==> src/sv/elfr_pkg.sv <==
// Shared types and codes for the escaped length frame receiver.
package elfr_pkg;

    localparam logic [7:0] FRAME_DELIM = 8'h7E;
    localparam logic [7:0] ESCAPE_BYTE = 8'h7D;
    localparam logic [7:0] ESCAPE_XOR  = 8'h20;
    localparam logic [7:0] SUM_TARGET  = 8'hFF;
    localparam logic [15:0] LIMIT_RESET = 16'd124;

    // link modes
    localparam logic [1:0] MODE_HUNT  = 2'd0;
    localparam logic [1:0] MODE_FRAME = 2'd1;
    localparam logic [1:0] MODE_ESC   = 2'd2;
    localparam logic [1:0] MODE_SKIP  = 2'd3;

    // frame phases
    localparam logic [1:0] PH_LEN_HI = 2'd0;
    localparam logic [1:0] PH_LEN_LO = 2'd1;
    localparam logic [1:0] PH_DATA   = 2'd2;
    localparam logic [1:0] PH_CSUM   = 2'd3;

    // status codes
    localparam logic [2:0] ST_PENDING = 3'd0;
    localparam logic [2:0] ST_OK      = 3'd1;
    localparam logic [2:0] ST_BADLEN  = 3'd2;
    localparam logic [2:0] ST_BADSUM  = 3'd3;
    localparam logic [2:0] ST_RESTART = 3'd4;
    localparam logic [2:0] ST_JUNK    = 3'd5;

    // register map
    localparam int unsigned ADDR_W = 2;
    localparam logic [ADDR_W-1:0] ADDR_BUFFER_BYTES = 2'd0;

    typedef struct packed {
        logic [2:0]  status;
        logic        data_valid;
        logic [7:0]  data_byte;
        logic [15:0] data_index;
        logic [15:0] frame_length;
    } t_result;

endpackage

==> src/sv/elfr_cfg.sv <==
// Configuration register file with an APB-style slave port.
module elfr_cfg (
    input  logic                        i_clk,
    input  logic                        i_rst_n,
    input  logic                        psel,
    input  logic                        penable,
    input  logic                        pwrite,
    input  logic [elfr_pkg::ADDR_W-1:0] paddr,
    input  logic [31:0]                 pwdata,
    output logic [31:0]                 prdata,
    output logic                        pready,
    output logic [15:0]                 o_buffer_bytes
);
    import elfr_pkg::*;

    logic [15:0] r_buffer_bytes;
    logic        wr_en;

    assign pready = 1'b1;
    assign wr_en  = psel && penable && pwrite && (paddr == ADDR_BUFFER_BYTES);

    always_ff @(posedge i_clk) begin
        if (!i_rst_n) begin
            r_buffer_bytes <= LIMIT_RESET;
        end else if (wr_en) begin
            r_buffer_bytes <= pwdata[15:0];
        end
    end

    always_comb begin
        unique case (paddr)
            ADDR_BUFFER_BYTES: prdata = {16'd0, r_buffer_bytes};
            default:           prdata = 32'd0;
        endcase
    end

    assign o_buffer_bytes = r_buffer_bytes;

endmodule

==> src/sv/elfr_parse.sv <==
// Byte parser: input register, frame state update and result register.
module elfr_parse (
    input  logic              i_clk,
    input  logic              i_rst_n,
    input  logic [15:0]       i_buffer_bytes,
    input  logic              i_in_valid,
    output logic              o_in_stall,
    input  logic [7:0]        i_rx_byte,
    output logic              o_out_valid,
    input  logic              i_out_stall,
    output elfr_pkg::t_result o_result
);
    import elfr_pkg::*;

    logic        r_in_valid;
    logic [7:0]  r_in_byte;
    logic        r_out_valid;
    t_result     r_out;

    logic [1:0]  r_mode, n_mode;
    logic [1:0]  r_phase, n_phase;
    logic [15:0] r_dlen, n_dlen;
    logic [15:0] r_cnt, n_cnt;
    logic [7:0]  r_sum, n_sum;
    logic [15:0] r_limit, n_limit;

    logic        out_free;
    logic        fire;
    logic        take;
    logic [7:0]  fb;
    logic [15:0] len;
    logic [15:0] cnt_inc;
    logic [7:0]  sum_inc;
    t_result     res;

    assign out_free   = !r_out_valid || !i_out_stall;
    assign fire       = r_in_valid && out_free;
    assign o_in_stall = r_in_valid && !out_free;

    always_ff @(posedge i_clk) begin
        if (!i_rst_n) begin
            r_in_valid <= 1'b0;
        end else if (!o_in_stall) begin
            r_in_valid <= i_in_valid;
        end
    end

    always_ff @(posedge i_clk) begin
        if (!o_in_stall) begin
            r_in_byte <= i_rx_byte;
        end
    end

    // Per-byte state update
    always_comb begin
        n_mode  = r_mode;
        n_phase = r_phase;
        n_dlen  = r_dlen;
        n_cnt   = r_cnt;
        n_sum   = r_sum;
        n_limit = r_limit;
        res     = '0;
        take    = 1'b0;
        fb      = r_in_byte;

        unique case (r_mode)
            MODE_HUNT: begin
                if (r_in_byte == FRAME_DELIM) begin
                    n_mode  = MODE_FRAME;
                    n_phase = PH_LEN_HI;
                    n_limit = i_buffer_bytes;
                end else begin
                    if (r_in_byte == ESCAPE_BYTE) begin
                        n_mode = MODE_SKIP;
                    end
                    res.status = ST_JUNK;
                end
            end
            MODE_FRAME: begin
                if (r_in_byte == FRAME_DELIM) begin
                    n_phase    = PH_LEN_HI;
                    n_limit    = i_buffer_bytes;
                    res.status = ST_RESTART;
                end else if (r_in_byte == ESCAPE_BYTE) begin
                    n_mode = MODE_ESC;
                end else begin
                    take = 1'b1;
                end
            end
            MODE_ESC: begin
                n_mode = MODE_FRAME;
                fb     = r_in_byte ^ ESCAPE_XOR;
                take   = 1'b1;
            end
            default: begin
                n_mode = MODE_HUNT;
            end
        endcase

        len     = {r_dlen[15:8], fb};
        cnt_inc = r_cnt + 16'd1;
        sum_inc = r_sum + fb;

        if (take) begin
            unique case (r_phase)
                PH_LEN_HI: begin
                    n_dlen  = {fb, 8'h00};
                    n_phase = PH_LEN_LO;
                end
                PH_LEN_LO: begin
                    n_dlen = len;
                    if (len == 16'd0 || len >= r_limit) begin
                        n_phase    = PH_LEN_HI;
                        n_mode     = MODE_HUNT;
                        res.status = ST_BADLEN;
                    end else begin
                        n_sum   = 8'd0;
                        n_cnt   = 16'd0;
                        n_phase = PH_DATA;
                    end
                end
                PH_DATA: begin
                    res.data_valid = 1'b1;
                    res.data_byte  = fb;
                    res.data_index = r_cnt;
                    n_sum          = sum_inc;
                    n_cnt          = cnt_inc;
                    if (cnt_inc >= r_dlen) begin
                        n_phase = PH_CSUM;
                    end
                end
                default: begin
                    n_mode  = MODE_HUNT;
                    n_phase = PH_LEN_HI;
                    if (sum_inc == SUM_TARGET) begin
                        res.status       = ST_OK;
                        res.frame_length = r_dlen;
                    end else begin
                        res.status = ST_BADSUM;
                    end
                end
            endcase
        end
    end

    always_ff @(posedge i_clk) begin
        if (!i_rst_n) begin
            r_mode  <= MODE_HUNT;
            r_phase <= PH_LEN_HI;
            r_dlen  <= 16'd0;
            r_cnt   <= 16'd0;
            r_sum   <= 8'd0;
            r_limit <= LIMIT_RESET;
        end else if (fire) begin
            r_mode  <= n_mode;
            r_phase <= n_phase;
            r_dlen  <= n_dlen;
            r_cnt   <= n_cnt;
            r_sum   <= n_sum;
            r_limit <= n_limit;
        end
    end

    always_ff @(posedge i_clk) begin
        if (!i_rst_n) begin
            r_out_valid <= 1'b0;
        end else if (out_free) begin
            r_out_valid <= r_in_valid;
        end
    end

    always_ff @(posedge i_clk) begin
        if (fire) begin
            r_out <= res;
        end
    end

    assign o_out_valid = r_out_valid;
    assign o_result    = r_out;

`ifndef SYNTHESIS
    a_data_pending: assert property (@(posedge i_clk) disable iff (!i_rst_n)
        r_out_valid && r_out.data_valid |-> r_out.status == ST_PENDING)
        else $error("payload byte reported with a non-pending status");

    a_len_only_ok: assert property (@(posedge i_clk) disable iff (!i_rst_n)
        r_out_valid && r_out.frame_length != 16'd0 |-> r_out.status == ST_OK)
        else $error("frame length reported without frame ok");

    a_index_in_limit: assert property (@(posedge i_clk) disable iff (!i_rst_n)
        r_out_valid && r_out.data_valid |-> r_out.data_index < r_limit)
        else $error("payload index beyond latched buffer size");

    a_count_below_len: assert property (@(posedge i_clk) disable iff (!i_rst_n)
        r_phase == PH_DATA |-> r_cnt < r_dlen)
        else $error("payload count reached declared length in data phase");

    a_skip_one: assert property (@(posedge i_clk) disable iff (!i_rst_n)
        fire && r_mode == MODE_SKIP |=> r_mode == MODE_HUNT)
        else $error("skip mode lasted longer than one byte");
`endif

endmodule

==> src/sv/escaped_length_frame_receiver.sv <==
// Top level: escaped, length-prefixed frame receiver with 8-bit checksum.
// A byte passes the input register, then the result register. Throughput:
// one byte per cycle unless the output stalls; the frame state update is a
// single registered pass, and the result register decouples the two channels.
// Reset (synchronous, active low): hunting for delimiter, buffer size 124,
// no transactions in flight.
module escaped_length_frame_receiver (
    input  logic                        i_clk,
    input  logic                        i_rst_n,
    input  logic                        psel,
    input  logic                        penable,
    input  logic                        pwrite,
    input  logic [elfr_pkg::ADDR_W-1:0] paddr,
    input  logic [31:0]                 pwdata,
    output logic [31:0]                 prdata,
    output logic                        pready,
    input  logic                        i_in_valid,
    output logic                        o_in_stall,
    input  logic [7:0]                  i_rx_byte,
    output logic                        o_out_valid,
    input  logic                        i_out_stall,
    output logic [2:0]                  o_status,
    output logic                        o_data_valid,
    output logic [7:0]                  o_data_byte,
    output logic [15:0]                 o_data_index,
    output logic [15:0]                 o_frame_length
);
    import elfr_pkg::*;

    logic [15:0] buffer_bytes;
    t_result     result;

    elfr_cfg u_cfg (
        .i_clk          (i_clk),
        .i_rst_n        (i_rst_n),
        .psel           (psel),
        .penable        (penable),
        .pwrite         (pwrite),
        .paddr          (paddr),
        .pwdata         (pwdata),
        .prdata         (prdata),
        .pready         (pready),
        .o_buffer_bytes (buffer_bytes)
    );

    elfr_parse u_parse (
        .i_clk          (i_clk),
        .i_rst_n        (i_rst_n),
        .i_buffer_bytes (buffer_bytes),
        .i_in_valid     (i_in_valid),
        .o_in_stall     (o_in_stall),
        .i_rx_byte      (i_rx_byte),
        .o_out_valid    (o_out_valid),
        .i_out_stall    (i_out_stall),
        .o_result       (result)
    );

    assign o_status       = result.status;
    assign o_data_valid   = result.data_valid;
    assign o_data_byte    = result.data_byte;
    assign o_data_index   = result.data_index;
    assign o_frame_length = result.frame_length;

endmodule
==> config.mk <==
export PLATFORM = sky130hd
export DESIGN_NAME = escaped_length_frame_receiver
export DESIGN_NICKNAME = d
export VERILOG_FILES = /design/src/sv/elfr_pkg.sv /design/src/sv/elfr_cfg.sv /design/src/sv/elfr_parse.sv /design/src/sv/escaped_length_frame_receiver.sv
export SDC_FILE = /design/constraint.sdc
export NUM_CORES = 1
export LEC_CHECK = 0
export BUFFER_PORTS_ARGS = -buffer_cell sky130_fd_sc_hd__buf_2
export CAP_MARGIN = 30
export CELL_PAD_IN_SITES_DETAIL_PLACEMENT = 0
export CELL_PAD_IN_SITES_GLOBAL_PLACEMENT = 1
export CORE_AREA = 2 2 129 131
export DETAILED_ROUTE_END_ITERATION = 6
export DIE_AREA = 0 0 131 133
export PLACE_DENSITY = 0.9
export SLEW_MARGIN = 20
export SYNTH_ARGS = -nofsm -noshare
export SYNTH_HDL_FRONTEND = slang
export SYNTH_SLANG_ARGS = --single-unit
==> constraint.sdc <==
create_clock -name i_clk -period 3.83 [get_ports i_clk]
set_input_delay 0.9575 -clock i_clk [delete_from_list [all_inputs] [get_ports i_clk]]
set_output_delay 0.9575 -clock i_clk [all_outputs]
set_load 0.01 [all_outputs]
### Word-level counts from Yosys, hierarchy flattened

Cells that the tools add are included.
Widths: inputs -> output; s select.

* register bits: 130
* bits of input ports: 49
* output and inout port bits: 79
* logic and storage cells: 91

* add/subtract/negate cells: 2
* magnitude comparators: 2
* equal/unequal tests: 8
* mux-type cells: 34
* bitwise logic cells: 4
* reduce and logical (&&, ||, !) cells: 25

Operator list (count)
* $mux 16: 4
* $pmux 16 s2: 2
* $mux 44: 1
* $ge 16x16->1: 2
* $mux 25: 1
* $mux 2: 12
* $add 16x1->16 const B: 1
* $eq 8x7->1 const B: 2
* $logic_not 16->1: 1
* $pmux 8 s2: 1
* $pmux 2 s3: 2
* $pmux 3 s2: 2
* $mux 3: 3
* $add 8x8->8: 1
* $eq 8x8->1 const B: 1
* $mux 8: 1
* $reduce_and 4->1: 2
* $logic_not 2->1: 3
* $mux 6: 1
* $reduce_and 3->1: 2
* $logic_and 1x1->1: 5
* $reduce_or 5->1: 1
* $eq 2x1->1 const B: 2
* $eq 2x2->1 const B: 2
* other kinds (11): 20

### Logic depth before layout (Yosys ltp)

* depth after elaboration: 7
* gate-level depth with buffers: 13

### Hierarchy

From an unflattened synthesis, not the netlist that was laid out.

* cell total of the unflattened synthesis: 693
* area, all modules: 6786.5 um^2

By module, submodules not included
* elfr_parse: times used 1, cells each 584, area an instance 5868.1 um^2, sequential area each 2802.7 um^2
* elfr_cfg: times used 1, cells each 109, area an instance 918.4 um^2, sequential area each 320.3 um^2

### Least setup slack after synthesis

Ideal clock, no wire load.

* path type: input-to-reg
* start point: input i_out_stall
* end point: register u_parse.r_cnt[13]
* setup time: 0.120 ns
* arrival time: 2.709 ns
* required time: 3.710 ns
* setup slack: 1.002 ns
* stages: 8
* buffers on the path: 1
* path through: nand2_1 -> nand2_1 -> inv_2 -> nand2_1 -> o21ai_1 -> a41oi_4 -> buf_6 -> a211o_1

* longest elaborated chain between the ends: 4

Ends and longest elaborated chain
* from (decl): line escaped_length_frame_receiver.sv:21 `input logic i_out_stall,`
* $logic_not 1->1: line elfr_parse.sv:36 `assign out_free = !r_out_valid || !i_out_stall;`
* $logic_or 1x1->1: line elfr_parse.sv:36
* $logic_and 1x1->1: line elfr_parse.sv:37 `assign fire = r_in_valid && out_free;`
* named net u_parse.fire: line elfr_parse.sv:28 `logic fire;`
* $reduce_and 4->1 (no line)
* to (signal assigned): line elfr_parse.sv:158 `r_cnt <= n_cnt;`
* to (decl): line elfr_parse.sv:23 `logic [15:0] r_cnt, n_cnt;`

The timed path passes the listed nets, and every way through them passes these cells.
A chain may end at the register's enable or synchronous reset.

### Worst setup path after layout

* start point: register u_parse.r_mode[0]
* end point: register u_parse.r_cnt[2]

* longest elaborated chain between the ends: 6
* elaborated cells between the ends (all ways): 9
* classes of those cells: order compare (1); eq/ne (3); mux (2); reduce/logical (3)

Ends and longest elaborated chain
* from (decl): line elfr_parse.sv:20 `logic [1:0] r_mode, n_mode;`
* from (signal assigned): line elfr_parse.sv:155 `r_mode <= n_mode;`
* $eq 2x2->1 *: line elfr_parse.sv:66 `unique case (r_mode)`
* $mux 6 *: line elfr_parse.sv:66
* named net u_parse.fb[5]: line elfr_parse.sv:30 `logic [7:0] fb;`
* $ge 16x16->1 or $logic_not 16->1 (tied branches): line elfr_parse.sv:112 `if (len == 16'd0 || len >= r_limit) begin`
* $logic_or 1x1->1 *: line elfr_parse.sv:112
* $ne 2x2->1 (no line) *
* $reduce_and 4->1 (no line) *

The timed path passes the listed nets; every way through them passes the cells marked *.

==> summary.md <==
| Metric | Value |
|---|---|
| Status | `finished, final reports clean` |
| CTS tree | `done` |
| CP max FO | `24` |
| Slew HR | `46.4%` |
| Share of layout cells above drive strength 1 | `19.1%` |
| Arrival time at the worst endpoint | `3.70 ns` |
| Main flop type after synthesis | `dfxtp_1` |
| Post-synth top cells | `92 x nand2_1, 78 x dfxtp_1, 52 x edfxtp_1` |
| Post-synth EDFFs | `52` |
| Placed cell areas | `7340 sq um` |
| Setup-failing EPs final | `0` |
| Ant diodes | `0` |
| Worst slew pin tran | `0.801 ns` |
| Clk pin slew, worst setup/hold paths | `0.06 ns` |
| Kind of critical path | `reg2reg` |
| Syn Area/Cell | `9.90 sq um` |
| # clock sinks | `130` |
| DRT Pass-1 Iters | `5` |
| DIE WIDTH | `131 um` |
| Worst Hold Class | `reg2reg` |
| Total power | `3.16 mW` |
| Top post-synthesis cells by area | `dfxtp_1 23%, edfxtp_1 23%, ha_1 8.2%` |
| Cells after Synth | `679` |
| Vias | `5118` |
| Peak VDD IR | `0.279 mV` |
| Clock root cell | `clkbuf_16` |
| Required time worst endpoint | `4.14 ns` |
| Die ar. | `17400 sq um` |
| Layout area overhead | `17.6%` |
| H-tree Lvls | `4` |
| MaxCap Viol Count | `0` |
| Core ar. | `16200 sq um` |
| Leakage | `3.44 nW` |
| Clk_skew | `0.00609 ns` |
| Final worst-path cycle share | `88.7%` |
| Final Instance Area | `7910 sq um` |
| Post-detail-place hpwl | `9970 um` |
| Multi-input combinational cell area | `3210 sq um` |
| CTS Buffer Depth | `2` |
| # hold bufs at CTS | `0` |
| Gr usage total | `17.0%` |
| # DRC | `0` |
| Flops & latches, synth | `130` |
| Vias in the first global route | `4696` |
| # IOs | `128` |
| Final nets | `865` |
| Final wirelength | `14200 um` |
| Async S/R FF share, synth | `0%` |
| Post-synth cell types | `58` |
| First-pass GRT wire length | `22900 um` |
| Synthesized cell area | `6720 sq um` |
| Seq/Total Area, Yosys | `46.5%` |
| Routed len/inst | `14.1 um` |
| Initial antenna violation count | `0` |
| Vias per std cell | `5.10` |
| Slowest CP cell | `a221o_1` |
| Cell breakdown of the critical path | `inv_1, ha_1, xnor2_1, inv_1, ha_1, and3_1, o211ai_1, o32ai_2, nor4_4, a41oi_4, a221o_1` |
| Num CTS Buffers | `17` |
| Crit start category | `flip-flop` |
| Minimum clock period | `3.40 ns` |
| Yosys Warn Count | `0` |
| Fmax | `0.294 GHz` |
| First DRT Iteration DRCs | `357` |
| Crit. End Element | `flip-flop` |
| DRT antenna net count | `0` |
| Final GP Congestion | `0.839` |
| Clk_lat worst skew | `0.42 ns` |
| RSZ-0062 raised after global routing | `no` |
| Area leader, netlist | `dfxtp_1` |
| Max-slew violation count | `0` |
| Placement Rows | `47` |
| CTS resizes | `0` |
| Yosys top cell area share | `23.2%` |
| Final Hold Fails | `0` |
| Input/output buffers | `94` |
| Initial core utilization | `41.6%` |
| Grt ovf | `0` |
| Top-count cell post-synth | `nand2_1` |
| Area occupied by registers | `3120 sq um` |
| Setup Buffers After CTS | `0` |
| Cell Pwr Density | `400 nW/um^2` |
| Max stage delay on crit path | `0.47 ns` |
| Largest net degree at the start of global routing | `56` |
| Fillers | `1502` |
| Die Height | `133 um` |
| Final setup TNS | `0 ns` |
==> per-layer routing <==
metal	wire length, um	global-route usage [%]	vias to the layer above	share of wire, %
met1	6490	22.7	2398	46
met5	0	0	-	0
met4	236	6.56	0	1.7
li1	-	-	2570	-
met2	6770	26.3	128	48
met3	674	4.37	22	4.8
==> path summary, 6_finish.rpt <==
kind | from | end | slack (ns) | depth (start not counted)
hold reg to reg | u_parse.r_limit[15] | u_parse.r_limit[15] | 0.46 | 2
hold / removal | u_parse.r_limit[15] | u_parse.r_limit[15] | 0.46 | 2
setup / recovery | u_parse.r_mode[0] | u_parse.r_cnt[2] | 0.43 | 11
setup reg to reg | u_parse.r_mode[0] | u_parse.r_cnt[2] | 0.43 | 11
==> report_power, final <==
| group | internal [mW] | switching [mW] | total (mW) |
|---|---|---|---|
| clock | 0.934 | 0.592 | 1.53 |
| combinational | 0.0560 | 0.0910 | 0.147 |
| sequential | 1.47 | 0.0195 | 1.49 |
==> layout make-up <==
type	instances	area share, %
clock buffers	24	6.51
clock inverters	8	0.586
inverters	44	2.09
multi-input cells	470	40.6
flip-flops and latches	130	39.5
well taps	220	3.48
repair buffers	108	7.28
==> cells in the final DEF, fill, tap and decap left out, types with 6 or more instances in the layout <==
master and count:
dfxtp_1 78, and4_1 7, a21boi_0 31, xor2_1 11, nor2_1 14, o21ai_0 12, nor2b_1 12, o211ai_1 8
nand3_1 26, nor3_1 13, inv_1 43, and2_1 18, conb_1 17, a21oi_1 17, a22o_1 12, buf_2 94
nand4_1 6, nand2_1 92, xnor2_1 12, mux2i_1 8, a211o_1 6, edfxtp_1 52, buf_4 14, clkbuf_16 19
ha_1 44, and3_1 50
==> kinds of logic (layout without fill, tap and decap cells) <==
logic type               after synthesis  after routing  synth area share, %
AO/OA/AOI/OAI                        122            122                 13.9
XOR/XNOR                              23             23                 3.00
adder cells (fa/ha/maj)               45             45                 8.49
buffers and inverters                 94            184                 6.76
flip-flops                           130            130                 46.5
multiplexers                           9              9                 1.41
other                                  2             17                0.112
AND/OR/NAND/NOR                      254            254                 19.9
==> stage by stage <==
stage / util (%) / setup WS (ns) / cells / hold WS [ns]
finish: 48.9 / 0.434 / 1004 / 0.462
global route: 48.9 / 0.177 / 1004 / 0.485
CTS: 48.9 / 0.454 / 1004 / 0.466
detailed placement: 45.4 / 0.489 / 972 / 0.452
global placement: 45.4 / 0.488 / 972 / 0.452
floorplan: - / 1.00 / 694 / 0.436
==> registers in the layout, summed over array words and instances, names as in the netlist <==
| signal | flops |
|---|---|
| u_parse.r_limit | 16 |
| u_parse.r_mode | 2 |
| u_parse.r_dlen | 16 |
| u_parse.o_result | 44 |
| u_parse.r_phase | 2 |
| u_parse.r_in_byte | 8 |
| u_parse.r_cnt | 16 |
| u_parse.o_out_valid | 1 |
| u_cfg.o_buffer_bytes | 16 |
| u_parse.r_in_valid | 1 |
| u_parse.r_sum | 8 |
==> critical path: cells and delay by family, from the launching register on <==
| kind | cells | cell delay (ns) |
|---|---|---|
| AOI/OAI and AO/OA | 4 | 1.16 |
| xor gates and xnor gates | 1 | 0.27 |
| and+or+nand+nor | 2 | 0.55 |
| adders and majority gates | 2 | 0.57 |
| buffers and inverters | 2 | 0.30 |
| DFF | 1 | 0.42 |
(Power assumes the default switching activity.)
